### src/rtl/core/dstf_pkg.sv
// Shared character codes, power-of-ten table and result type for the decimal parser.
package dstf_pkg;

  // Character codes recognized by the parser
  localparam logic [7:0] CH_NUL     = 8'h00;
  localparam logic [7:0] CH_CTRL_LO = 8'h07;
  localparam logic [7:0] CH_CTRL_HI = 8'h0D;
  localparam logic [7:0] CH_SPACE   = 8'h20;
  localparam logic [7:0] CH_PLUS    = 8'h2B;
  localparam logic [7:0] CH_MINUS   = 8'h2D;
  localparam logic [7:0] CH_POINT   = 8'h2E;
  localparam logic [7:0] CH_ZERO    = 8'h30;
  localparam logic [7:0] CH_NINE    = 8'h39;

  localparam int VALUE_W = 64;

  // Powers of ten, 10^0 through 10^15
  localparam logic [63:0] POW10 [0:15] = '{
    64'd1,
    64'd10,
    64'd100,
    64'd1000,
    64'd10000,
    64'd100000,
    64'd1000000,
    64'd10000000,
    64'd100000000,
    64'd1000000000,
    64'd10000000000,
    64'd100000000000,
    64'd1000000000000,
    64'd10000000000000,
    64'd100000000000000,
    64'd1000000000000000
  };

  // One parsed number
  typedef struct packed {
    logic [VALUE_W-1:0] value;
    logic               bad_format;
  } result_t;

endpackage

### src/rtl/core/decimal_string_to_fixed.sv
// Top level: ASCII decimal text to signed fixed point, one character per transaction.
// A terminator in the input register loads the result register when that is free.
// Throughput: one character per cycle; the input register stalls only when it
//   holds a terminator and the result register is full and stalled.
// Reset (rst, synchronous, active high) empties both registers and returns the
//   parser to the leading whitespace phase with cleared accumulators.
module decimal_string_to_fixed #(
  parameter int INT_BITS        = 31,
  parameter int FRAC_BITS       = 32,
  parameter int MAX_FRAC_DIGITS = 10
) (
  input  logic                               clk,
  input  logic                               rst,
  input  logic                               char_valid,
  output logic                               char_stall,
  input  logic [7:0]                         char_code,
  output logic                               result_valid,
  input  logic                               result_stall,
  output logic signed [dstf_pkg::VALUE_W-1:0] value,
  output logic                               bad_format
);

  logic              s1_valid;
  logic [7:0]        s1_char;
  logic              s1_term;
  logic              out_free;
  logic              s1_go;
  logic              load_out;
  dstf_pkg::result_t parsed;

  // Advance the input register unless a terminator waits on a full, stalled output
  assign s1_term    = (s1_char == dstf_pkg::CH_NUL);
  assign out_free   = !result_valid || !result_stall;
  assign s1_go      = s1_valid && (!s1_term || out_free);
  assign char_stall = s1_valid && !s1_go;
  assign load_out   = s1_go && s1_term;

  // Input register
  always_ff @(posedge clk) begin
    if (rst) begin
      s1_valid <= 1'b0;
    end else if (!char_stall) begin
      s1_valid <= char_valid;
    end
    if (char_valid && !char_stall) begin
      s1_char <= char_code;
    end
  end

  dstf_acc #(
    .INT_BITS       (INT_BITS),
    .FRAC_BITS      (FRAC_BITS),
    .MAX_FRAC_DIGITS(MAX_FRAC_DIGITS)
  ) u_acc (
    .clk      (clk),
    .rst      (rst),
    .step     (s1_go),
    .char_code(s1_char),
    .result   (parsed)
  );

  // Result register: load on terminator, drop once taken
  always_ff @(posedge clk) begin
    if (rst) begin
      result_valid <= 1'b0;
    end else if (load_out) begin
      result_valid <= 1'b1;
    end else if (!result_stall) begin
      result_valid <= 1'b0;
    end
    if (load_out) begin
      value      <= parsed.value;
      bad_format <= parsed.bad_format;
    end
  end

  // A loaded result is presented in the next cycle
  a_load_shows: assert property (@(posedge clk) disable iff (rst)
    load_out |=> result_valid)
    else $error("loaded result not presented");

  // A flagged result carries a zero value
  a_bad_zero: assert property (@(posedge clk) disable iff (rst)
    (result_valid && bad_format) |-> (value == '0))
    else $error("bad format result with nonzero value");

  // Input only stalls behind a blocked terminator
  a_stall_cause: assert property (@(posedge clk) disable iff (rst)
    char_stall |-> (s1_valid && s1_term && result_valid && result_stall))
    else $error("input stalled without a blocked terminator");

endmodule

### src/rtl/core/dstf_acc.sv
// Parser state machine and integer/fraction accumulators for one number.
module dstf_acc #(
  parameter int INT_BITS        = 31,
  parameter int FRAC_BITS       = 32,
  parameter int MAX_FRAC_DIGITS = 10
) (
  input  logic              clk,
  input  logic              rst,
  input  logic              step,
  input  logic [7:0]        char_code,
  output dstf_pkg::result_t result
);

  localparam int EXT_W = INT_BITS + 4;
  localparam int POS_W = $clog2(MAX_FRAC_DIGITS + 1);
  localparam int IDX_W = (MAX_FRAC_DIGITS > 1) ? $clog2(MAX_FRAC_DIGITS) : 1;

  typedef enum logic [1:0] {PH_SPACE, PH_INT, PH_FRAC, PH_SKIP} phase_t;

  phase_t               phase, phase_next;
  logic                 negative, negative_next;
  logic [INT_BITS-1:0]  int_acc, int_acc_next;
  logic [FRAC_BITS-1:0] frac_acc, frac_acc_next;
  logic [POS_W-1:0]     frac_pos, frac_pos_next;
  logic                 err_seen, err_seen_next;

  logic [FRAC_BITS-1:0] weight [MAX_FRAC_DIGITS];

  // Build fraction weights floor(2^FRAC_BITS / 10^(k+1)) at elaboration
  for (genvar k = 0; k < MAX_FRAC_DIGITS; k++) begin : g_weight
    localparam logic [63:0] WGT = (64'd1 << FRAC_BITS) / dstf_pkg::POW10[k+1];
    assign weight[k] = WGT[FRAC_BITS-1:0];
  end

  // Classify the character
  logic       is_term, is_digit, is_space, is_sign, is_point;
  logic [3:0] digit;

  assign is_term  = (char_code == dstf_pkg::CH_NUL);
  assign is_digit = (char_code >= dstf_pkg::CH_ZERO) && (char_code <= dstf_pkg::CH_NINE);
  assign is_space = ((char_code >= dstf_pkg::CH_CTRL_LO) && (char_code <= dstf_pkg::CH_CTRL_HI))
                    || (char_code == dstf_pkg::CH_SPACE);
  assign is_sign  = (char_code == dstf_pkg::CH_PLUS) || (char_code == dstf_pkg::CH_MINUS);
  assign is_point = (char_code == dstf_pkg::CH_POINT);
  assign digit    = char_code[3:0];

  // Integer digit: multiply by ten, add, saturate
  logic [EXT_W-1:0]    int_wide;
  logic [INT_BITS-1:0] int_sat;

  assign int_wide = (EXT_W'(int_acc) << 3) + (EXT_W'(int_acc) << 1) + EXT_W'(digit);
  assign int_sat  = (int_wide > EXT_W'({INT_BITS{1'b1}})) ? {INT_BITS{1'b1}}
                                                          : int_wide[INT_BITS-1:0];

  // Fraction digit: add digit times the weight of the next position
  logic [FRAC_BITS+3:0] frac_term;
  logic [FRAC_BITS-1:0] frac_sum;

  assign frac_term = (FRAC_BITS + 4)'(digit) * (FRAC_BITS + 4)'(weight[frac_pos[IDX_W-1:0]]);
  assign frac_sum  = frac_acc + frac_term[FRAC_BITS-1:0];

  // Work out the next parser state
  logic take_int;

  assign take_int = (phase == PH_INT) || ((phase == PH_SPACE) && !is_space && !is_sign);

  always_comb begin
    phase_next    = phase;
    negative_next = negative;
    int_acc_next  = int_acc;
    frac_acc_next = frac_acc;
    frac_pos_next = frac_pos;
    err_seen_next = err_seen;
    case (phase)
      PH_SPACE: begin
        if (is_sign) begin
          negative_next = (char_code == dstf_pkg::CH_MINUS);
          phase_next    = PH_INT;
        end else if (!is_space) begin
          phase_next = PH_INT;
        end
      end
      PH_FRAC: begin
        if (is_digit) begin
          if (frac_pos < POS_W'(MAX_FRAC_DIGITS)) begin
            frac_pos_next = frac_pos + POS_W'(1);
            frac_acc_next = frac_sum;
          end
        end else begin
          phase_next = PH_SKIP;
        end
      end
      default: ;
    endcase
    if (take_int) begin
      if (is_digit) begin
        int_acc_next = int_sat;
      end else if (is_point) begin
        phase_next = PH_FRAC;
      end else begin
        err_seen_next = 1'b1;
        phase_next    = PH_SKIP;
      end
    end
  end

  // Hold state; clear it on reset and at the end of each number
  always_ff @(posedge clk) begin
    if (rst || (step && is_term)) begin
      phase    <= PH_SPACE;
      negative <= 1'b0;
      int_acc  <= '0;
      frac_acc <= '0;
      frac_pos <= '0;
      err_seen <= 1'b0;
    end else if (step) begin
      phase    <= phase_next;
      negative <= negative_next;
      int_acc  <= int_acc_next;
      frac_acc <= frac_acc_next;
      frac_pos <= frac_pos_next;
      err_seen <= err_seen_next;
    end
  end

  // Assemble the signed fixed-point result from the current state
  logic [dstf_pkg::VALUE_W-1:0] magnitude;

  assign magnitude = (dstf_pkg::VALUE_W'(int_acc) << FRAC_BITS)
                     | dstf_pkg::VALUE_W'(frac_acc);

  always_comb begin
    result.bad_format = err_seen;
    if (err_seen) begin
      result.value = '0;
    end else if (negative) begin
      result.value = '0 - magnitude;
    end else begin
      result.value = magnitude;
    end
  end

  // An error always parks the parser until the terminator
  a_err_skip: assert property (@(posedge clk) disable iff (rst)
    err_seen |-> (phase == PH_SKIP))
    else $error("error flag set outside skip phase");

  // Fraction position never runs past the digit limit
  a_pos_bound: assert property (@(posedge clk) disable iff (rst)
    frac_pos <= POS_W'(MAX_FRAC_DIGITS))
    else $error("fraction position out of range");

  // Terminator returns the accumulators to their cleared state
  a_term_clear: assert property (@(posedge clk) disable iff (rst)
    (step && is_term) |=> (int_acc == '0) && (frac_acc == '0) && !negative && !err_seen)
    else $error("state not cleared after terminator");

endmodule

### config.mk
export PLATFORM = sky130hd
export DESIGN_NAME = decimal_string_to_fixed
export DESIGN_NICKNAME = d
export VERILOG_FILES = /design/src/rtl/core/dstf_pkg.sv /design/src/rtl/core/decimal_string_to_fixed.sv /design/src/rtl/core/dstf_acc.sv
export SDC_FILE = /design/constraint.sdc
export NUM_CORES = 1
export LEC_CHECK = 0
export BUFFER_PORTS_ARGS = -buffer_cell sky130_fd_sc_hd__buf_2
export CORE_ASPECT_RATIO = 0.8
export CORE_MARGIN = 2
export CORE_UTILIZATION = 30
export DETAILED_ROUTE_END_ITERATION = 6
export MAX_ROUTING_LAYER = met4
export PLACE_DENSITY = 0.54
export SLEW_MARGIN = 20
export SYNTH_ARGS = -nofsm -noshare
export SYNTH_HDL_FRONTEND = slang
export SYNTH_SLANG_ARGS = --single-unit
### constraint.sdc
create_clock -name clk -period 9.4 [get_ports clk]
set_clock_uncertainty 0.2 [all_clocks]
set_input_delay 0.94 -clock clk [delete_from_list [all_inputs] [get_ports clk]]
set_output_delay 0.94 -clock clk [all_outputs]
set_load 0.01 [all_outputs]
* Yosys cells after proc, flatten, opt, wreduce, memory -nomap -nowiden
Memories as Yosys holds them, arrays and structs flattened. Index checks and enable logic that the tools add are counted.
Word-level totals: output and inout bits 67, logic and storage cells 76, memories kept 1, memory bits (read-only) 512, bits in registers 146
Cells by class: multiplexer cells 13, $add $sub $neg 5, equal/unequal tests 7, multiply operators 1, bitwise gates (word level) 4, magnitude comparators 7, reduce and logical (&&, ||, !) cells 27
Memories:
- (no name shown) | words 16, width 32, read ports 1, clocked after memory_dff 0, write ports 0, RTL line dstf_acc.sv:59 | assign frac_term = (FRAC_BITS + 4)'(digit) * (FRAC_BITS + 4)'(weight[frac_pos[IDX_W-1:0]]);
Operators with widths (number):
- two-way mux 32 bit | 2
- two-way mux 64 bit | 1
- subtractor 1 x 64 -> 64 bit (first input constant) | 1
- bitwise OR 63 x 32 -> 63 bit | 1
- adder 34 x 32 -> 35 bit | 1
- adder 35 x 4 -> 35 bit | 1
- > comparator 35 x 31 -> 1 bit (second input constant) | 1
- adder 32 bit | 1
- == test 8 x 6 -> 1 bit (second input constant) | 4
- multiplier 4 x 32 -> 32 bit | 1
- two-way mux 31 bit | 1
- two-way mux 2 bit | 5
- >= comparator 8 x 3 -> 1 bit (second input constant) | 1
- >= comparator 8 x 6 -> 1 bit (second input constant) | 1
- less-or-equal comparator 8 x 4 -> 1 bit (second input constant) | 1
- less-or-equal comparator 8 x 6 -> 1 bit (second input constant) | 1
- logical AND 1 bit | 8
- logical NOT 8 bit | 1
- AND reduction 4 bit | 2
- logical NOT 1 bit | 7
- logical OR 1 bit | 6
- AND reduction 3 bit | 2
- >= comparator 5 bit (second input constant) | 1
- inverter 4 -> 5 bit | 1
- 9 further kinds | 12

* Logic depth before layout (Yosys ltp)
depth in word-level cells 8, gate-level depth with buffers 24, gate-level depth less buffers 22

* Modules after synthesis
Synthesis repeated with hierarchy kept, for this count alone.
Unflattened totals: cell total of the unflattened synthesis 1482, area, all modules 12859.8 um^2
By module, submodules not included:
- dstf_acc | seq. area each 1421.4 um^2, area each 10513.8 um^2, instances 1, cells an instance 1392
- decimal_string_to_fixed | seq. area each 2232.1 um^2, area each 2346.0 um^2, instances 1, cells an instance 90

* Least setup slack after synthesis
No wires, ideal clock.
kind register to register, start reg s1_char[2], end reg u_acc.err_seen, required time 9.072 ns, setup slack 3.443 ns, data arrival time 5.630 ns, stages on the path, launching flop included 10, buffers on the path 3, cell sequence edfxtp_1 clkbuf_1 or4_1 nor3_1 nand2_1 a21oi_1 or2_2 clkbuf_1 buf_1 nor2_1
On the way: elaborated cells on any way between the ends 26, classes of those cells order compare (4); eq/ne (4); bitwise (2); reduce/logical (16)
RTL lines:
- from (decl) | RTL line decimal_string_to_fixed.sv:24 | logic [7:0] s1_char;
- from (signal assigned) | RTL line decimal_string_to_fixed.sv:46 | s1_char <= char_code;
- logical NOT 8 bit (*) | RTL line decimal_string_to_fixed.sv:32 | assign s1_term = (s1_char == dstf_pkg::CH_NUL);
- logical NOT 1 bit | RTL line decimal_string_to_fixed.sv:34 | assign s1_go = s1_valid && (!s1_term || out_free);
- logical OR 1 bit | RTL line decimal_string_to_fixed.sv:34
- logical AND 1 bit | RTL line decimal_string_to_fixed.sv:34
- logical AND 1 bit (*)
- via load_out | RTL line decimal_string_to_fixed.sv:28 | logic load_out;
- logical OR 1 bit (*) | RTL line dstf_acc.sv:109 | if (rst || (step && is_term)) begin
- to (signal assigned) | RTL line dstf_acc.sv:122 | err_seen <= err_seen_next;
- to (decl) | RTL line dstf_acc.sv:25 | logic err_seen, err_seen_next;
The timed path passes the listed nets; every way through them passes the cells marked *. A chain may end at the register's enable or synchronous reset.

* Final worst setup path
start reg u_acc.frac_pos[0], end reg u_acc.frac_acc[31]
On the way: word-level cells in the longest chain between the ends 6, elaborated cells on any way between the ends 8, classes of those cells add/sub (1); mul (1); order compare (1); mux (2); bitwise (1); reduce/logical (1); memory (1)
Ends and longest elaborated chain:
- from (decl) | RTL line dstf_acc.sv:24 | logic [POS_W-1:0] frac_pos, frac_pos_next;
- from (signal assigned) | RTL line dstf_acc.sv:121 | frac_pos <= frac_pos_next;
- inverter 4 -> 5 bit (not written as such) | RTL line dstf_acc.sv:59
- memory (16 x 32 bit)
- two-way mux 32 bit (not written as such) (2 in a row) | RTL line dstf_acc.sv:59
- multiplier 4 x 32 -> 32 bit | RTL line dstf_acc.sv:59
- adder 32 bit | RTL line dstf_acc.sv:60 | assign frac_sum = frac_acc + frac_term[FRAC_BITS-1:0];
- to (signal assigned) | RTL line dstf_acc.sv:120 | frac_acc <= frac_acc_next;
- to (decl) | RTL line dstf_acc.sv:23 | logic [FRAC_BITS-1:0] frac_acc, frac_acc_next;
Parallel ways exist; a longest one is shown, timed or not. The select of a mux whose other input is x is not followed.

==> reports/metrics.yaml <==
outcome: "finished clean"
synth.distinct_cells: 60
synth_area_um2: 12560
worst_ep_arrival_time_ns: 6.68
place_congestion: 0.9072
synthArstFlopShare: 0
fin_crit_ns: 6.498
drc: 0
path_cells: "clkinv_1 > ha_1 > nor2b_1 > a211oi_1 > and2_1 > fa_1 > fa_1 > inv_1 > fa_1 > inv_1 > ha_1 > and3_1 > nor3b_1 > o31ai_1 > a31oi_1 > nor3_1 > o211ai_1 > o211ai_1 > nand4b_1 > a41oi_1 > mux2i_1"
top_layer_used: "met4"
dieArea_um2: 43530
p_leak_nw: 6.278
yosysWarningCount: 0
htree_levels: 4
finalCritPeriodShare: 0.6912
hold_path.class: "flip-flop to flip-flop"
grt_pass1_vias: 9649
worstSetupPathType: "flip-flop to flip-flop"
ys_seq_area_frac: 0.2909
grt_usage: 0.1563
chipWidth_um: 232.8
cts_tree: "done"
ctsLongestPathBuffers: 2
ys.flop_type: "edfxtp_1"
synth_fp_nets: 1628
nets: 1687
wl_per_cell_um: 15.46
holdPathStages: 2
clk_latency_ns: 0.46
final_common_cell: "inv_1"
dp_hpwl_mm: 24.45
hold_violations: 0
die-height_um: 187.0
final_area_um2: 14200
dr_wl_met3_mm: 1.286
r2r-start: "u_acc.frac_pos[0]"
wl_met2_mm: 13.11
critPathMaxFanout: 12
core_um2: 41580
num_vias: 9860
tightest_slew_ns: 0.9322
rsz0062_at_grt: "no"
slew_violations: 0
grt_overflow_total: 0
rr_worst_depth: 21
synth_edf_count: 73
drive_above_1_share: 0.1003
drt_wl_total_mm: 31.65
fin_tns_setup_ns: 0
postSynthAreaPerCell_um2: 8.826
p_per_area_nw_per_um2: 128.1
row_count: 67
r2r_slack_ns: 2.90
vdd_drop_max_uv: 117.8
synth_seq_cells: 146
slowest_stage: "fa_1"
via_per_inst: 4.817
grt_pass1_wl_mm: 52.23
setup.worst_path.start_class: "flip-flop"
drt_iter0_drc: 622
synth_cells: 1423
hold_end: "u_acc.frac_acc[17]"
cp-end-kind: "flip-flop"
grt_max_degree: 69
clock-root-buffer: "clkbuf_16"
timing.fmax_mhz: 153.9
syn2layout_area_growth_pct: 13.04
diodes: 0
met1_length_mm: 16.82
first_pass_iters: 5
rr_endpoint: "u_acc.frac_acc[31]"
finalSetupViolCount: 0
crit_top_cell: "fa_1"
antenna_left: 0
cts_buffers: 17
post_cts_buffers: 0
cap_violations: 0
setup_slack_ns: 2.902
max_stage_delay_ns: 0.57
port_buffers: 78
pin_count: 79
cp.required_ns: 9.58
clock_sinks: 146
min_from: "u_acc.frac_acc[17]"
initial_utilization: 0.3021
cts_resized: 0
dp_slack_ns: 3.033
slew_headroom: 0.3785
path_clk_slew_ns: 0.07
cts_hold_buf: 0
final_cell_mix: "inv_1 (169), nor2_1 (124), nand2_1 (120)"
antenna_found_initial: 0
place_area_um2: 13560
cell families after synthesis:
| family | share of synthesized area |
|---|---|
| flip-flops | 0.2909 |
| adder cells (fa/ha/maj) | 0.2383 |
| XOR/XNOR | 0.08229 |
| AO/OA/AOI/OAI | 0.1580 |
| multiplexers | 0.002391 |
| AND/OR/NAND/NOR | 0.1624 |
| buffers and inverters | 0.06575 |
critical path, delay by kind of cell (launching register included):
kind            cells  cell delay, ns
fa+ha+maj           5            2.29
flops               1            0.51
simple gates        6            1.14
mux                 1            0.21
compound gates      6            1.60
buf+inv             3            0.49
layer usage:
layer / vias to the layer above / global-route usage
met5: - / -
met4: 0 / 0.04238
met3: 24 / 0.02729
met2: 189 / 0.2151
met1: 4669 / 0.2324
li1: 4978 / -
worst max-delay path by stage:
stage / from / end / slack (ns) / depth (start not counted)
after detailed placement: u_acc.frac_pos[0] / u_acc.frac_acc[31] / 3.03 / 21
after global routing: u_acc.frac_pos[0] / u_acc.frac_acc[31] / 2.45 / 21
final: u_acc.frac_pos[0] / u_acc.frac_acc[31] / 2.90 / 21
after floorplan: s1_char[2] / u_acc.err_seen / 3.44 / 9
after CTS: u_acc.frac_pos[0] / u_acc.frac_acc[31] / 2.98 / 21
after global placement: u_acc.frac_pos[0] / u_acc.frac_acc[31] / 3.13 / 21
final cells by class:
cell class / count / area [um^2]
fillers: 4383 / 27380
well taps: 552 / 690.7
clock inverters: 15 / 209.0
multi-input cells: 1057 / 8098
inverters: 170 / 638.1
repair buffers: 90 / 480.5
clock buffers: 17 / 425.4
flip-flops and latches: 146 / 3656
per-stage QoR:
step / cells / util / hold WS, ns / total power [mW]
4_1_cts: 2047 / 0.3414 / 0.2541 / 1.839
3_3_place_gp: 2015 / 0.3262 / 0.2418 / 1.095
5_1_grt: 2047 / 0.3414 / 0.2762 / 1.923
2_1_floorplan: 1423 / - / 0.2264 / 0.9988
3_5_place_dp: 2015 / 0.3262 / 0.2464 / 1.095
6_report: 2047 / 0.3414 / 0.2530 / 1.819
power by group:
| group | total (mW) | internal (mW) | switching, mW |
|---|---|---|---|
| Clock | 0.736 | 0.410 | 0.326 |
| Combinational | 0.407 | 0.164 | 0.243 |
| Sequential | 0.676 | 0.669 | 0.00704 |
registers in the layout (all words and copies together), names as in the netlist:
name,flops
value,64
u_acc.frac_acc,32
u_acc.err_seen,1
result_valid,1
u_acc.phase,2
s1_char,8
u_acc.frac_pos,4
u_acc.negative,1
bad_format,1
u_acc.int_acc,31
s1_valid,1
cell usage after synthesis, types with 18 or more instances:
library cell  instances  area share
dfxtp_1              73        0.12
clkbuf_1             44       0.013
inv_1               169       0.051
o21ai_0              85       0.034
nand2_1             120       0.036
a21oi_1             119       0.047
nor3_1               23      0.0092
xor2_1               53       0.037
ha_1                116        0.12
xnor2_1              65       0.045
edfxtp_1             73        0.17
and3_1               18      0.0090
fa_1                 77        0.12
nor2_1              124       0.037
a21o_1               28       0.017
and2_1               35       0.017
(Power assumes the default switching activity.)
